<file path="config.mk">
export PLATFORM = sky130hd
export DESIGN_NAME = ordered_keyed_record_list
export DESIGN_NICKNAME = d
export VERILOG_FILES = /design/src/sv/okrl_pkg.sv /design/src/sv/okrl_cell.sv /design/src/sv/okrl_ctrl.sv /design/src/sv/ordered_keyed_record_list.sv
export SDC_FILE = /design/constraint.sdc
export NUM_CORES = 2
export LEC_CHECK = 0
export ABC_AREA = 1
export BUFFER_PORTS_ARGS = -buffer_cell sky130_fd_sc_hd__buf_2
export CAP_MARGIN = 10
export CORE_AREA = 2 2 433 435
export CTS_BUF_LIST = sky130_fd_sc_hd__clkbuf_4
export CTS_CLUSTER_SIZE = 25
export DETAILED_ROUTE_END_ITERATION = 8
export DIE_AREA = 0 0 435 437
export PLACE_DENSITY_LB_ADDON = 0.3
export SYNTH_ARGS = -nofsm -noshare
export SYNTH_HDL_FRONTEND = slang
export SYNTH_SLANG_ARGS = --single-unit
</file>
<file path="constraint.sdc">
create_clock -name i_clk -period 11 [get_ports i_clk]
set_input_delay 1.65 -clock i_clk [delete_from_list [all_inputs] [get_ports i_clk]]
set_output_delay 1.65 -clock i_clk [all_outputs]
set_load 0.01 [all_outputs]
</file>
<file path="src/sv/okrl_pkg.sv">
// ----------------------------------------------------------------------------
// okrl_pkg
// Shared types, codes and sizes of the ordered keyed record list.
// ----------------------------------------------------------------------------
package okrl_pkg;

    localparam int CAPACITY_DEF = 16;

    localparam int CMD_W    = 4;
    localparam int ID_W     = 32;
    localparam int SCORE_W  = 12;
    localparam int POS_W    = 8;
    localparam int STATUS_W = 3;

    typedef logic signed [ID_W-1:0] t_id;
    typedef logic [SCORE_W-1:0]     t_score;
    typedef logic [POS_W-1:0]       t_pos;

    typedef enum logic [CMD_W-1:0] {
        CMD_ADD_FRONT    = 4'd0,
        CMD_ADD_BACK     = 4'd1,
        CMD_INSERT_AT    = 4'd2,
        CMD_POP_FRONT    = 4'd3,
        CMD_POP_BACK     = 4'd4,
        CMD_LOOKUP       = 4'd5,
        CMD_REMOVE_ID    = 4'd6,
        CMD_UPDATE_SCORE = 4'd7,
        CMD_REMOVE_BELOW = 4'd8
    } t_cmd;

    typedef enum logic [STATUS_W-1:0] {
        ST_OK        = 3'd0,
        ST_EMPTY     = 3'd1,
        ST_NOT_FOUND = 3'd2,
        ST_APPENDED  = 3'd3,
        ST_FULL      = 3'd4
    } t_status;

    // What every cell does in a cycle.
    typedef enum logic [1:0] {
        CELL_HOLD,
        CELL_INSERT,
        CELL_SHIFT
    } t_cell_mode;

    // Broadcast control to the row of cells.
    typedef struct packed {
        t_cell_mode mode;
        logic       tail_wr;
        t_pos       pos;
        t_id        id;
        t_score     score;
    } t_cell_ctl;

endpackage

</file>
<file path="src/sv/okrl_cell.sv">
// ----------------------------------------------------------------------------
// okrl_cell
// One list position: holds a record and takes its next value from itself,
// its left or right neighbor, or the broadcast record.
// ----------------------------------------------------------------------------
module okrl_cell #(
    parameter int IDX = 0
) (
    input  logic               i_clk,
    input  okrl_pkg::t_cell_ctl i_ctl,
    input  okrl_pkg::t_id      i_left_id,
    input  okrl_pkg::t_score   i_left_score,
    input  okrl_pkg::t_id      i_right_id,
    input  okrl_pkg::t_score   i_right_score,
    output okrl_pkg::t_id      o_id,
    output okrl_pkg::t_score   o_score
);
    import okrl_pkg::*;

    localparam t_pos MY_POS = t_pos'(IDX);

    t_id    r_id;
    t_id    n_id;
    t_score r_score;
    t_score n_score;

    always_comb begin
        n_id    = r_id;
        n_score = r_score;
        case (i_ctl.mode)
            CELL_INSERT: begin
                if (i_ctl.pos == MY_POS) begin
                    n_id    = i_ctl.id;
                    n_score = i_ctl.score;
                end else if (MY_POS > i_ctl.pos) begin
                    n_id    = i_left_id;
                    n_score = i_left_score;
                end
            end
            CELL_SHIFT: begin
                // Everything moves one place toward the head; the tail slot
                // may take the record that just left the head.
                if (i_ctl.tail_wr && (i_ctl.pos == MY_POS)) begin
                    n_id    = i_ctl.id;
                    n_score = i_ctl.score;
                end else begin
                    n_id    = i_right_id;
                    n_score = i_right_score;
                end
            end
            default: begin
            end
        endcase
    end

    always_ff @(posedge i_clk) begin
        r_id    <= n_id;
        r_score <= n_score;
    end

    assign o_id    = r_id;
    assign o_score = r_score;

endmodule

</file>
<file path="src/sv/okrl_ctrl.sv">
// ----------------------------------------------------------------------------
// okrl_ctrl
// Command sequencer: takes items, drives the cell row and holds the result.
// ----------------------------------------------------------------------------
module okrl_ctrl #(
    parameter int CAPACITY = okrl_pkg::CAPACITY_DEF,
    parameter int CNT_W    = $clog2(CAPACITY + 1)
) (
    input  logic                           i_clk,
    input  logic                           i_rst_n,
    input  logic                           i_valid,
    output logic                           o_ready,
    input  logic [okrl_pkg::CMD_W-1:0]     i_cmd,
    input  okrl_pkg::t_id                  i_id,
    input  okrl_pkg::t_score               i_score,
    input  okrl_pkg::t_pos                 i_index,
    input  okrl_pkg::t_id                  i_head_id,
    input  okrl_pkg::t_score               i_head_score,
    output okrl_pkg::t_cell_ctl            o_ctl,
    output logic                           o_valid,
    input  logic                           i_out_ready,
    output okrl_pkg::t_status              o_status,
    output okrl_pkg::t_id                  o_id,
    output okrl_pkg::t_score               o_score,
    output logic [CNT_W-1:0]               o_count
);
    import okrl_pkg::*;

    localparam int CMP_W = (CNT_W > POS_W) ? CNT_W : POS_W;

    typedef enum logic {
        S_IDLE,
        S_EXEC
    } t_state;

    t_state           r_state, n_state;
    t_cmd             r_cmd, n_cmd;
    t_id              r_id, n_id;
    t_score           r_score, n_score;
    t_pos             r_index, n_index;
    logic [CNT_W-1:0] r_count, n_count;
    logic [CNT_W-1:0] r_left, n_left;
    logic [CNT_W-1:0] r_len, n_len;
    logic             r_found, n_found;
    t_id              r_rid, n_rid;
    t_score           r_rscore, n_rscore;
    logic             r_out_valid, n_out_valid;
    t_status          r_out_status, n_out_status;
    t_id              r_out_id, n_out_id;
    t_score           r_out_score, n_out_score;
    logic [CNT_W-1:0] r_out_count, n_out_count;

    logic             w_out_free;
    logic             w_is_scan;
    logic             w_last;
    logic             w_first;
    logic             w_keep;
    logic             w_found_now;
    t_id              w_rid_now;
    t_score           w_rscore_now;
    t_score           w_tail_score;
    logic [CNT_W-1:0] w_len_now;
    logic             w_full;
    logic             w_empty;

    assign w_out_free = !r_out_valid || i_out_ready;
    assign w_is_scan  = (r_cmd == CMD_LOOKUP) || (r_cmd == CMD_REMOVE_ID) ||
                        (r_cmd == CMD_UPDATE_SCORE) || (r_cmd == CMD_REMOVE_BELOW);
    assign w_last     = (r_left == CNT_W'(1));
    assign w_full     = (r_count == CNT_W'(CAPACITY));
    assign w_empty    = (r_count == '0);

    // One record leaves the head per scan step; the first id match is marked.
    assign w_first = (i_head_id == r_id) && !r_found;

    always_comb begin
        case (r_cmd)
            CMD_REMOVE_ID:    w_keep = !w_first;
            CMD_REMOVE_BELOW: w_keep = !(i_head_score < r_score);
            default:          w_keep = 1'b1;
        endcase
    end

    assign w_tail_score = ((r_cmd == CMD_UPDATE_SCORE) && w_first) ? r_score : i_head_score;
    assign w_found_now  = r_found || w_first;
    assign w_rid_now    = ((r_cmd == CMD_LOOKUP) && w_first) ? i_head_id : r_rid;
    assign w_rscore_now = ((r_cmd == CMD_LOOKUP) && w_first) ? i_head_score : r_rscore;
    assign w_len_now    = w_keep ? r_len : r_len - 1'b1;

    always_comb begin
        n_state      = r_state;
        n_cmd        = r_cmd;
        n_id         = r_id;
        n_score      = r_score;
        n_index      = r_index;
        n_count      = r_count;
        n_left       = r_left;
        n_len        = r_len;
        n_found      = r_found;
        n_rid        = r_rid;
        n_rscore     = r_rscore;
        n_out_valid  = r_out_valid && !i_out_ready;
        n_out_status = r_out_status;
        n_out_id     = r_out_id;
        n_out_score  = r_out_score;
        n_out_count  = r_out_count;

        o_ctl.mode    = CELL_HOLD;
        o_ctl.tail_wr = 1'b0;
        o_ctl.pos     = '0;
        o_ctl.id      = r_id;
        o_ctl.score   = r_score;

        case (r_state)
            S_IDLE: begin
                if (i_valid) begin
                    n_cmd    = t_cmd'(i_cmd);
                    n_id     = i_id;
                    n_score  = i_score;
                    n_index  = i_index;
                    n_left   = r_count;
                    n_len    = r_count;
                    n_found  = 1'b0;
                    n_rid    = '0;
                    n_rscore = '0;
                    n_state  = S_EXEC;
                end
            end
            S_EXEC: begin
                if (w_is_scan && (r_left != '0)) begin
                    // The last step writes the result, so it waits for room in the output register.
                    if (!w_last || w_out_free) begin
                        o_ctl.mode    = CELL_SHIFT;
                        o_ctl.tail_wr = w_keep;
                        o_ctl.pos     = t_pos'(r_len - 1'b1);
                        o_ctl.id      = i_head_id;
                        o_ctl.score   = w_tail_score;
                        n_len    = w_len_now;
                        n_left   = r_left - 1'b1;
                        n_found  = w_found_now;
                        n_rid    = w_rid_now;
                        n_rscore = w_rscore_now;
                        if (w_last) begin
                            n_state      = S_IDLE;
                            n_out_valid  = 1'b1;
                            n_out_id     = w_rid_now;
                            n_out_score  = w_rscore_now;
                            n_out_count  = w_len_now;
                            n_count      = w_len_now;
                            if ((r_cmd == CMD_REMOVE_BELOW) || w_found_now) begin
                                n_out_status = ST_OK;
                            end else begin
                                n_out_status = ST_NOT_FOUND;
                            end
                        end
                    end
                end else if (w_out_free) begin
                    n_state      = S_IDLE;
                    n_out_valid  = 1'b1;
                    n_out_status = ST_OK;
                    n_out_id     = '0;
                    n_out_score  = '0;
                    n_out_count  = r_count;
                    case (r_cmd)
                        CMD_ADD_FRONT, CMD_ADD_BACK, CMD_INSERT_AT: begin
                            if (w_full) begin
                                n_out_status = ST_FULL;
                            end else begin
                                o_ctl.mode  = CELL_INSERT;
                                n_out_count = r_count + 1'b1;
                                if (r_cmd == CMD_ADD_FRONT) begin
                                    o_ctl.pos = '0;
                                end else if (r_cmd == CMD_ADD_BACK) begin
                                    o_ctl.pos = t_pos'(r_count);
                                end else if (r_index == '0) begin
                                    o_ctl.pos = '0;
                                end else if (CMP_W'(r_index) >= CMP_W'(r_count)) begin
                                    o_ctl.pos    = t_pos'(r_count);
                                    n_out_status = ST_APPENDED;
                                end else begin
                                    o_ctl.pos = r_index;
                                end
                            end
                        end
                        CMD_POP_FRONT: begin
                            if (w_empty) begin
                                n_out_status = ST_EMPTY;
                            end else begin
                                o_ctl.mode  = CELL_SHIFT;
                                n_out_count = r_count - 1'b1;
                            end
                        end
                        CMD_POP_BACK: begin
                            if (w_empty) begin
                                n_out_status = ST_EMPTY;
                            end else begin
                                n_out_count = r_count - 1'b1;
                            end
                        end
                        CMD_LOOKUP, CMD_UPDATE_SCORE: begin
                            n_out_status = ST_NOT_FOUND;
                        end
                        CMD_REMOVE_ID, CMD_REMOVE_BELOW: begin
                            n_out_status = ST_EMPTY;
                        end
                        default: begin
                        end
                    endcase
                    n_count = n_out_count;
                end
            end
            default: begin
                n_state = S_IDLE;
            end
        endcase
    end

    always_ff @(posedge i_clk) begin
        if (!i_rst_n) begin
            r_state     <= S_IDLE;
            r_count     <= '0;
            r_out_valid <= 1'b0;
        end else begin
            r_state     <= n_state;
            r_count     <= n_count;
            r_out_valid <= n_out_valid;
        end
        r_cmd        <= n_cmd;
        r_id         <= n_id;
        r_score      <= n_score;
        r_index      <= n_index;
        r_left       <= n_left;
        r_len        <= n_len;
        r_found      <= n_found;
        r_rid        <= n_rid;
        r_rscore     <= n_rscore;
        r_out_status <= n_out_status;
        r_out_id     <= n_out_id;
        r_out_score  <= n_out_score;
        r_out_count  <= n_out_count;
    end

    assign o_ready  = (r_state == S_IDLE);
    assign o_valid  = r_out_valid;
    assign o_status = r_out_status;
    assign o_id     = r_out_id;
    assign o_score  = r_out_score;
    assign o_count  = r_out_count;

endmodule

</file>
<file path="src/sv/ordered_keyed_record_list.sv">
// ----------------------------------------------------------------------------
// ordered_keyed_record_list
// Ordered list of id/score records built as a row of cells.
// ----------------------------------------------------------------------------
// The list lives in a row of CAPACITY cells, position 0 at the head. An item
// is taken only while the block is idle (S_IDLE). Add, insert, pop and unused
// commands then finish in S_EXEC once the output register has room, since all
// cells update at once. Lookup, remove by id, update and remove below pass
// every held record once through the head cell and back to the tail, one
// record per cycle, the last step waiting for room in the output register;
// removed records are not written back. A new item is accepted while the
// previous result still waits in the output register.
module ordered_keyed_record_list #(
    parameter int CAPACITY = okrl_pkg::CAPACITY_DEF,
    parameter int CNT_W    = $clog2(CAPACITY + 1),
    parameter int OUT_W    = ((47 + CNT_W + 7) / 8) * 8
) (
    input  logic             i_clk,
    input  logic             i_rst_n,
    input  logic             i_s_axis_tvalid,
    output logic             o_s_axis_tready,
    // command[3:0], in_id[35:4], in_score[47:36], in_index[55:48]
    input  logic [55:0]      i_s_axis_tdata,
    output logic             o_m_axis_tvalid,
    input  logic             i_m_axis_tready,
    // status[2:0], out_id[34:3], out_score[46:35], entry_count from bit 47, zero pad
    output logic [OUT_W-1:0] o_m_axis_tdata
);
    import okrl_pkg::*;

    t_cell_ctl        w_ctl;
    t_id              w_cell_id    [CAPACITY];
    t_score           w_cell_score [CAPACITY];
    t_status          w_status;
    t_id              w_out_id;
    t_score           w_out_score;
    logic [CNT_W-1:0] w_count;

    okrl_ctrl #(
        .CAPACITY (CAPACITY),
        .CNT_W    (CNT_W)
    ) u_ctrl (
        .i_clk        (i_clk),
        .i_rst_n      (i_rst_n),
        .i_valid      (i_s_axis_tvalid),
        .o_ready      (o_s_axis_tready),
        .i_cmd        (i_s_axis_tdata[3:0]),
        .i_id         (i_s_axis_tdata[35:4]),
        .i_score      (i_s_axis_tdata[47:36]),
        .i_index      (i_s_axis_tdata[55:48]),
        .i_head_id    (w_cell_id[0]),
        .i_head_score (w_cell_score[0]),
        .o_ctl        (w_ctl),
        .o_valid      (o_m_axis_tvalid),
        .i_out_ready  (i_m_axis_tready),
        .o_status     (w_status),
        .o_id         (w_out_id),
        .o_score      (w_out_score),
        .o_count      (w_count)
    );

    for (genvar g = 0; g < CAPACITY; g++) begin : g_cell
        t_id    w_left_id;
        t_score w_left_score;
        t_id    w_right_id;
        t_score w_right_score;

        // The end cells see themselves where they have no neighbor.
        if (g == 0) begin : g_head
            assign w_left_id    = w_cell_id[g];
            assign w_left_score = w_cell_score[g];
        end else begin : g_mid_l
            assign w_left_id    = w_cell_id[g-1];
            assign w_left_score = w_cell_score[g-1];
        end
        if (g == CAPACITY - 1) begin : g_tail
            assign w_right_id    = w_cell_id[g];
            assign w_right_score = w_cell_score[g];
        end else begin : g_mid_r
            assign w_right_id    = w_cell_id[g+1];
            assign w_right_score = w_cell_score[g+1];
        end

        okrl_cell #(
            .IDX (g)
        ) u_cell (
            .i_clk         (i_clk),
            .i_ctl         (w_ctl),
            .i_left_id     (w_left_id),
            .i_left_score  (w_left_score),
            .i_right_id    (w_right_id),
            .i_right_score (w_right_score),
            .o_id          (w_cell_id[g]),
            .o_score       (w_cell_score[g])
        );
    end

    assign o_m_axis_tdata = OUT_W'({w_count, w_out_score, w_out_id, w_status});

    a_count_bound: assert property (@(posedge i_clk) disable iff (!i_rst_n)
        o_m_axis_tvalid |-> (w_count <= CNT_W'(CAPACITY)))
        else $error("held count above capacity");

    a_full_count: assert property (@(posedge i_clk) disable iff (!i_rst_n)
        (o_m_axis_tvalid && (w_status == ST_FULL)) |-> (w_count == CNT_W'(CAPACITY)))
        else $error("full status with room left");

    a_empty_count: assert property (@(posedge i_clk) disable iff (!i_rst_n)
        (o_m_axis_tvalid && (w_status == ST_EMPTY)) |-> (w_count == '0))
        else $error("empty status with records held");

    a_miss_zero: assert property (@(posedge i_clk) disable iff (!i_rst_n)
        (o_m_axis_tvalid && (w_status != ST_OK)) |-> ((w_out_id == '0) && (w_out_score == '0)))
        else $error("record fields set on a failed command");

endmodule

</file>
==> key figures <==
Timing
  – Post-route clock period utilization: 52.7%
  – Setup ws final: 5.20 ns
  – Max Slew Vio Count: 0
  – Relative slew slack: 19.4%
  – Setup TNS: 0 ns
  – Max Clock Freq: 172 MHz
  – Final Hold Vio Count: 0
  – RSZ-0062 raised after global routing: no
  – Slew @ Worst Pin: 1.21 ns
  – Post-route minimum period: 5.80 ns
  – Clock skew: 0.0875 ns
  – Setup Viol. Count Final: 0
  – Hold_ws: 0.566 ns

Critical path
  – Critical Path Most Common Cell: nand2_1
  – Worst path max stage delay: 1.02 ns
  – Critical-path cell list: nor2_1 > nand3_1 > nand2_1 > nand2_2 > nor2_4 > nand2_4 > inv_4 > nand2_1 > buf_4 > inv_8 > buf_4 > nand3_2 > nand2_1 > nand3_1 > nand2_1
  – Critical path type: reg -> reg
  – Slowest CP cell: nand3_2
  – Critical path fanouts, max: 87
  – CP endpoint kind: register
  – Startpoint Class: register
  – Worst endpoint required time: 12.11 ns
  – Crit path DAT: 6.90 ns

Yosys
  – Ys Warns: 0
  – Most instantiated cells after synthesis: nand2_1, nand3_1, edfxtp_1
  – Post-Syn Area: 0.0555 sq mm
  – Yosys top cell by area: edfxtp_1
  – Cell variety after synth: 43
  – Number of synthesized flops with an enable pin: 867
  – Synth Flop Type: edfxtp_1
  – Synth area leaders: edfxtp_1, nand2_1, nand3_1
  – Top cell type's share of synthesized area: 46.9%
  – Mapped Cells: 7356
  – Syn avg cell area: 7.54 sq um
  – Async SR Flop Fraction: 0%
  – Synth Register Bits: 874
  – Sequential element share of the synthesized area: 47.2%
  – Most numerous cell in the Yosys netlist: nand2_1

Flow run
  – Max-cap viol count: 0

Drt
  – Vias/cell: 5.10
  – First-pass detailed-route iteration total: 7
  – Initial DRC Count: 5924
  – Drt wl/cell: 18.6 um
  – Post-Route WL: 183 mm
  – DRT antenna net count: 0
  – DRC: 0
  – DR vias: 50.2k

Global routing
  – First-pass GRT wire length: 289 mm
  – GRT busiest layer: met2
  – GR Util met3: 3.06%
  – GRT Total Usage: 18.7%
  – Vias in the first global route: 48.3k
  – Largest net degree at the start of global routing: 211
  – Met2 Resource Use GR: 28.5%
  – Initial antenna violation count: 2
  – GRT overflow: 0
  – GRT met1 Usage: 27.3%

CTS
  – Clock-pin slew on the worst setup and hold paths: 0.06 ns
  – Post-CTS Resized: 0
  – Hold_buf cts: 0
  – Max Root-Sink Buffers: 3
  – Setup Buffers After CTS: 0
  – CTS tree: yes
  – H-tree level count: 4
  – Clk sinks: 874
  – Worst-Skew Late Latency: 1.28 ns
  – Total CTS buffers: 239
  – Clock root buffer: clkbuf_4

Die
  – Die Area: 0.190 sq mm
  – Initial core utilization: 30.0%
  – Die span in y: 437 um
  – Core box area: 0.185 sq mm
  – IO Pins: 118
  – Die X-Extent: 435 um
  – Cell Rows: 158

Layout
  – Post-Route Utilization: 32.8%
  – Layout cells sized above 1: 10.2%
  – Nets: 7274
  – Area Overhead vs Synth: 9.46%

Worst hold path
  – Worst min path class: reg -> reg

Place
  – Final GP Congestion: 0.845
  – DP HPWL: 114 mm
  – Pre-CTS WS: 4.22 ns
  – Buffers on Ports: 113

Power
  – PwrDens: 136 mW/mm^2
  – VDD IR max: 0.000108 V
  – P_leak: 27.0 nW

Run status
  – Status: completed
## cell type report
| class | instances | area (sq um) |
|---|---|---|
| clock buffer | 348 | 2610 |
| tap | 2480 | 3100 |
| antenna | 6 | 15.0 |
| fill | 19900 | 124000 |
| multi-input combinational | 4996 | 23700 |
| inverter | 834 | 3150 |
| sequential | 874 | 26200 |
| timing repair buffer | 246 | 1600 |
| clock inverter | 63 | 329 |
## stage by stage
step | std cells | instance area (sq um) | total power [W]
3_5_place_dp | 9430 | 57700 | 0.00532
2_1_floorplan | 7359 | 55500 | 0.00491
3_3_place_gp | 9430 | 57700 | 0.00530
5_1_grt | 9842 | 60700 | 0.00864
6_report | 9847 | 60700 | 0.00825
4_1_cts | 9841 | 60700 | 0.00831
## sequential cells by signal (all words and copies together), names as in the netlist, 8 cells and up
register / count
g_cell.u_cell.o_score: 192
u_ctrl.o_score: 12
g_cell.u_cell.o_id: 512
u_ctrl.o_id: 32
u_ctrl.r_index: 8
u_ctrl.r_rscore: 12
u_ctrl.r_score: 12
u_ctrl.r_id: 32
u_ctrl.r_rid: 32
## worst paths after layout
kind,endpoint,startpoint,slack [ns],depth (start not counted)
max,g_cell[5].u_cell.o_id[12],u_ctrl.r_cmd[0],5.20,15
min,u_ctrl.r_count[4],u_ctrl.r_count[4],0.57,2
max reg2reg,g_cell[5].u_cell.o_id[12],u_ctrl.r_cmd[0],5.20,15
min reg2reg,u_ctrl.r_count[4],u_ctrl.r_count[4],0.57,2
## layer usage
layer	routed length, um	vias up
met5	13	-
met4	3040	2
met3	15400	239
met2	79500	2166
met1	84900	23400
li1	-	24400
## layout by cell type (no fill, tap or decap), drive strengths merged
master and instances:
nand2 2497, clkinvlp 2, a221oi 1, inv 839
conb 4, o21bai 1, nor3 7, dfxtp 7
mux2i 16, or2 17, ha 23, o22ai 1
xor2 7, a22oi 1, nand3 1225, a31oi 6
xnor2 18, buf 246, edfxtp 867, nor2 180
clkbuf 348, clkinv 53, a211oi 1, o21ai 265
bufinv 3, o211ai 171, o32ai 1, nand4 494
a21oi 60, diode 6
## kinds of logic (layout without fill, tap and decap cells)
kind of cell             after synthesis  in the layout  share of synthesized area [%]
adder cells (fa/ha/maj)               23             23                          0.519
flip-flops                           874            874                           47.2
AND/OR/NAND/NOR                     4420           4420                           35.4
buffers and inverters               1489           1491                           10.7
AO/OA/AOI/OAI                        508            508                           5.43
XOR/XNOR                              25             25                          0.395
other                                  1             10                        0.00676
multiplexers                          16             16                          0.289
## where the power goes
part	internal, W	switching [W]	leakage, nW
Sequential	0.00395	0.0000685	8.08
Clock	0.00150	0.00147	1.77
Combinational	0.000319	0.000939	17.2
## worst max-delay path: cells and delay by family (launching register included)
| kind | cells | cell delay (ns) |
|---|---|---|
| buffers and inverters | 4 | 2.17 |
| DFF | 1 | 0.49 |
| and+or+nand+nor | 11 | 2.90 |
Power figures use the tool's default switching activity.
